`src/rtl/core/iigbm_pkg.sv`:
```
// shared types, register indexes and widths for the grid block mean unit
package iigbm_pkg;

    // configuration port
    localparam int CFG_IDX_W  = 3;
    localparam int CFG_DATA_W = 11;

    localparam logic [CFG_IDX_W-1:0] CFG_IMAGE_WIDTH     = 3'd0;
    localparam logic [CFG_IDX_W-1:0] CFG_IMAGE_HEIGHT    = 3'd1;
    localparam logic [CFG_IDX_W-1:0] CFG_WINDOW_X_OFFSET = 3'd2;
    localparam logic [CFG_IDX_W-1:0] CFG_WINDOW_Y_OFFSET = 3'd3;
    localparam logic [CFG_IDX_W-1:0] CFG_WINDOW_WIDTH    = 3'd4;
    localparam logic [CFG_IDX_W-1:0] CFG_WINDOW_HEIGHT   = 3'd5;
    localparam logic [CFG_IDX_W-1:0] CFG_BLOCKS_ACROSS   = 3'd6;
    localparam logic [CFG_IDX_W-1:0] CFG_BLOCKS_DOWN     = 3'd7;

    // input word actions
    localparam logic ACT_LOAD  = 1'b0;
    localparam logic ACT_QUERY = 1'b1;

    // datapath widths
    localparam int VAL_W     = 48;
    localparam int SUM_W     = VAL_W + 1;
    localparam int DIV_DD_W  = SUM_W;
    localparam int DIV_DS_W  = 21;
    localparam int DIV_CNT_W = 6;

    // divider step counts: width of the dividend that is actually used
    localparam logic [DIV_CNT_W-1:0] DIVX_STEPS = 6'd11;
    localparam logic [DIV_CNT_W-1:0] DIVY_STEPS = 6'd10;
    localparam logic [DIV_CNT_W-1:0] DIVM_STEPS = 6'(DIV_DD_W);

    typedef struct packed {
        logic             action;
        logic [8:0]       load_row;
        logic [9:0]       load_col;
        logic [VAL_W-1:0] load_value;
        logic [3:0]       cell_x;
        logic [3:0]       cell_y;
    } in_word_t;

    typedef struct packed {
        logic [VAL_W-1:0] cell_mean;
        logic             geometry_error;
    } out_word_t;

    typedef struct packed {
        logic                 start;
        logic [DIV_CNT_W-1:0] steps;
    } div_ctl_t;

    typedef enum logic [4:0] {
        ST_IDLE,
        ST_PREP,
        ST_DIVX_GO,
        ST_DIVX_WAIT,
        ST_DIVY_GO,
        ST_DIVY_WAIT,
        ST_GEOM,
        ST_CORNER,
        ST_RD_A,
        ST_RD_B,
        ST_RD_C,
        ST_RD_D,
        ST_RD_E,
        ST_DIFF,
        ST_DIVM_GO,
        ST_DIVM_WAIT,
        ST_FIN
    } state_t;

endpackage

```
`src/rtl/core/iigbm_div.sv`:
```
// bit-serial restoring divider, one quotient bit per cycle
module iigbm_div (
    input  logic                                aclk,
    input  logic                                aresetn,
    input  iigbm_pkg::div_ctl_t                 ctl,
    input  logic [iigbm_pkg::DIV_DD_W-1:0]      dividend,
    input  logic [iigbm_pkg::DIV_DS_W-1:0]      divisor,
    output logic                                done,
    output logic [iigbm_pkg::DIV_DD_W-1:0]      quotient
);

    localparam int DD_W  = iigbm_pkg::DIV_DD_W;
    localparam int DS_W  = iigbm_pkg::DIV_DS_W;
    localparam int CNT_W = iigbm_pkg::DIV_CNT_W;

    logic             busy_reg, busy_next;
    logic             done_reg, done_next;
    logic [CNT_W-1:0] cnt_reg, cnt_next;
    logic [DD_W-1:0]  quo_reg;
    logic [DS_W-1:0]  rem_reg;
    logic [DS_W-1:0]  dvs_reg;

    logic [DS_W:0]    trial;
    logic [DS_W:0]    trial_sub;
    logic             trial_ge;
    logic [DS_W-1:0]  rem_step;

    // one restoring step: shift in the next dividend bit, subtract if it fits
    always_comb begin
        trial     = {rem_reg, quo_reg[DD_W-1]};
        trial_ge  = (trial >= {1'b0, dvs_reg});
        trial_sub = trial - {1'b0, dvs_reg};
        rem_step  = trial_ge ? trial_sub[DS_W-1:0] : trial[DS_W-1:0];
    end

    // step counter and completion pulse
    always_comb begin
        busy_next = busy_reg;
        done_next = 1'b0;
        cnt_next  = cnt_reg;
        if (ctl.start) begin
            busy_next = 1'b1;
            cnt_next  = ctl.steps;
        end else if (busy_reg) begin
            cnt_next = cnt_reg - CNT_W'(1);
            if (cnt_reg == CNT_W'(1)) begin
                busy_next = 1'b0;
                done_next = 1'b1;
            end
        end
    end

    always_ff @(posedge aclk) begin
        if (!aresetn) begin
            busy_reg <= 1'b0;
            done_reg <= 1'b0;
            cnt_reg  <= '0;
        end else begin
            busy_reg <= busy_next;
            done_reg <= done_next;
            cnt_reg  <= cnt_next;
        end
    end

    // quotient shifts in from the bottom as dividend bits leave the top
    always_ff @(posedge aclk) begin
        if (ctl.start) begin
            quo_reg <= dividend;
            rem_reg <= '0;
            dvs_reg <= divisor;
        end else if (busy_reg) begin
            quo_reg <= {quo_reg[DD_W-2:0], trial_ge};
            rem_reg <= rem_step;
        end
    end

    assign done     = done_reg;
    assign quotient = quo_reg;

endmodule

```
`config.mk`:
```
export PLATFORM = sky130hd
export DESIGN_NAME = iigbm_div
export DESIGN_NICKNAME = d
export VERILOG_FILES = /design/src/rtl/core/iigbm_pkg.sv /design/src/rtl/core/iigbm_div.sv
export SDC_FILE = /design/constraint.sdc
export NUM_CORES = 1
export LEC_CHECK = 0
export BUFFER_PORTS_ARGS = -buffer_cell sky130_fd_sc_hd__buf_2
export CORE_MARGIN = 1
export CORE_UTILIZATION = 55
export CTS_CLUSTER_DIAMETER = 120
export DETAILED_ROUTE_END_ITERATION = 8
export PLACE_DENSITY_LB_ADDON = 0.08
export SLEW_MARGIN = 15
export SYNTH_ARGS = -nofsm -noshare
export SYNTH_HDL_FRONTEND = slang
export SYNTH_SLANG_ARGS = --single-unit
```
`constraint.sdc`:
```
create_clock -name aclk -period 6.75 [get_ports aclk]
set_input_delay 1.0125 -clock aclk [delete_from_list [all_inputs] [get_ports aclk]]
set_output_delay 1.0125 -clock aclk [all_outputs]
set_load 0.02 [all_outputs]
```
==> results by group <==
Critical path
  • Worst r2r path cells: 11
  • RR Endpoint: rem_reg[0]$_SDFFE_PP0P_
  • Worst R2R Start: quotient[48]$_DFFE_PP_
  • Cell count along the critical path: 11
  • Worst EP arrival: about 3.5 ns
  • Req. time, crit path: between 7 and 8 ns
  • CP Max Fanout: 17
  • Endpoint class of the critical path: flop
  • Slowest stage cell on the critical path: fa_1
  • Reg2Reg Setup Slack: roughly 3.5 ns
  • Critical path's largest stage delay: 0.42 ns
  • Startpoint types: flop
  • WS Path Type: reg2reg
  • Buffer and inverter count on the worst path: 3
  • CP Cell Sequence: inv_1 -> ha_1 -> inv_1 -> fa_1 -> a211oi_1 -> o21ai_2 -> a41oi_2 -> o211ai_2 -> buf_4 -> mux2_1 -> a211oi_2
  • Crit path capture: rem_reg[0]$_SDFFE_PP0P_
  • Most used cell, CP: inv_1
  • Crit path launch: quotient[48]$_DFFE_PP_
  • Worst path top cell family by delay: compound AO/OA/AOI/OAI gates

Synthesis
  • Synth area leaders: edfxtp_1 (40%), dfxtp_1 (11%), mux2_2 (10%)
  • Synth unique cells: a little over 60
  • Cell Area, Synth: 5310 um2
  • Post-synth EDFFs: 70
  • Syn Area/Cell: 11.2 um2
  • Synth Register Bits: around 100
  • Largest area contributor in the netlist: edfxtp_1
  • Cells after Synth: between 400 and 500
  • Syn nets: slightly below 600
  • Synth async-reset ratio: 0
  • Sequential element share of the synthesized area: 0.506
  • Synth Flop Type: edfxtp_1
  • Share of the synthesized area in the top cell type: 0.396
  • Synthesis warning total: 0

STA
  • Slew HR: 0.292
  • Setup TNS: 0 ns
  • Final period util: 0.480
  • Fin. max-slew vios: 0
  • Worst slew pin tran: ~1.1 ns
  • Min cycle time layout: about 3.2 ns
  • FMAX: between 0.3 and 0.4 GHz
  • RSZ-0062 raised after global routing: no
  • Final worst slack: between 3 and 4 ns
  • Final hold vios: 0
  • Worst Clk Skew: 0.0174 ns
  • Endpoints failing setup: 0

Die
  • Die Ht: ~100 um
  • DIE WIDTH: roughly 100 um
  • # IOs: approximately 130
  • Die area: 10,000 um2
  • Area of the core: about 9300 um2
  • Initial Util: 0.572
  • Rows: 35

Placement
  • Place WS: roughly 3.6 ns
  • RD Place Congestion: 0.926
  • Placed Cells: slightly above 700
  • Port Buf Inserts: roughly 130
  • Final HPWL DP: roughly 8600 um

Routing
  • Drt total wl: between 10,000 and 15,000 um
  • Iter 0 DRT Violations: about 210
  • Via count: around 4,100
  • Routed WL per cell: between 15 and 20 um
  • DRC violation count after routing: 0
  • ANT nets after route: 0
  • Vias per cell: roughly 5.6
  • TritonRoute pass-1 iters: 4

Clocking
  • CTS Buf Count: 9
  • Htree depth: 3
  • Hold buffer count at CTS: 0
  • Clock Path Buffers: 2
  • CTS Root Cell: clkbuf_8
  • CTS tree: yes
  • Setup Fix Bufs, Post-CTS: 0
  • Clk sinks: 99
  • Post-cts resize count: 0
  • Clk slew on worst S/H paths: roughly 0.10 ns
  • Worst-Skew Late Latency: 0.38 ns

Final layout
  • Diode count: 0
  • Commonest non-fill, non-tap cell in the layout: buf_2
  • Final core utilization: 0.671
  • Layout Cells excl Fill: between 700 and 800
  • Max reg flops: between 40 and 50
  • Nets: 700
  • Commonest non-fill, non-tap cells in the layout: buf_2 (127), edfxtp_1 (70), nand2_1 (51), mux2_2 (49), nor2_1 (34)
  • Area delta synth->final: 17.4%
  • Share of cells above drive strength 1: 0.357
  • Fillers: 780

Power
  • PwrDens: approximately 220 nW/um2
  • Leakage: 2.60 nW
  • Final Power: approximately 1.4 mW
  • VDD IR-drop max: 0.000192 V

Global route
  • Overflow after GRT: 0
  • Largest net degree at the start of global routing: 60
  • Initial antenna violation count: 0
  • First-pass GRT wire length: approximately 19,000 um
  • Number of global-route vias before repair: slightly above 4,000
  • Tot GR Track Use: 0.248

Hold path
  • Hold Crit Class: reg2reg

Job
  • Number of max-cap violations: 0

Status
  • Status: finished, final reports clean
[cell families (layout without fill, tap and decap cells)]
logic type / after synthesis / after routing / synth area share
AND/OR/NAND/NOR: 116 / 116 / 0.0986
AO/OA/AOI/OAI: 109 / 109 / 0.144
flip-flops: 99 / 99 / 0.506
multiplexers: 59 / 59 / 0.123
buffers and inverters: 49 / 176 / 0.0391
adder cells (fa/ha/maj): 24 / 24 / 0.0580
XOR/XNOR: 19 / 19 / 0.0314
[worst min path at each step]
stage	slack, ns	depth (start not counted)	endpoint	start
after global placement	0.48	2	rem_reg[10]$_SDFFE_PP0P_	rem_reg[10]$_SDFFE_PP0P_
final	0.51	2	rem_reg[2]$_SDFFE_PP0P_	rem_reg[2]$_SDFFE_PP0P_
after CTS	0.51	2	rem_reg[2]$_SDFFE_PP0P_	rem_reg[2]$_SDFFE_PP0P_
after floorplan	0.45	2	rem_reg[2]$_SDFFE_PP0P_	rem_reg[2]$_SDFFE_PP0P_
after detailed placement	0.49	2	rem_reg[7]$_SDFFE_PP0P_	rem_reg[7]$_SDFFE_PP0P_
after global routing	0.55	2	rem_reg[12]$_SDFFE_PP0P_	rem_reg[11]$_SDFFE_PP0P_
[Yosys cell counts, types with 3 or more instances]
master     count
xor2_1         9
a211oi_1       9
dfxtp_1       29
ha_1          23
mux2_2        49
nor3_1         3
inv_1         28
a31o_2         5
nand3_1        6
o31ai_1        3
o211ai_1       5
nor2_1        34
o2111ai_1      4
mux2i_1        9
edfxtp_1      70
a21o_1         7
xnor2_1       10
nor2b_1        4
nand2_1       51
buf_2          3
o21ai_0       20
a31oi_1        4
a21oi_1       23
o2bb2a_1       4
clkbuf_1      13
[tightest hold or removal path: stages (launching register included)]
cell and delay, ns:
dfxtp_1 0.34, nand2_1 0.06, o21ai_0 0.07
[where the power goes]
part	switching (mW)	leakage, nW	internal [mW]
Clock	0.228	0.0890	0.151
Combinational	0.167	1.58	0.117
Sequential	0.0266	0.935	0.710
[metrics by stage]
step	hold slack, ns	area (um2)
final	0.511	6230
after global routing	0.546	6230
after CTS	0.514	6230
after detailed placement	0.492	6040
after global placement	0.477	6040
after floorplan	0.453	5310
[metal layers]
metal | global-route usage | up-vias | share of wire
met2 | 0.410 | 144 | 0.47
met4 | 0.109 | 0 | 0.023
met3 | 0.0843 | 19 | 0.078
met5 | 0 | - | 0
met1 | 0.294 | 1913 | 0.43
li1 | - | 1993 | -
[layout make-up]
class                           instances  area [um2]  share of cell area
Sequential cell                        99        2680               0.430
Multi-Input combinational cell        327        2420               0.388
Timing Repair Buffer                  132         673               0.108
Tap cell                              129         161              0.0259
Clock buffer                           10         138              0.0221
Inverter                               28         105              0.0169
Clock inverter                          6        53.8             0.00863
Power figures use the tool's default switching activity.
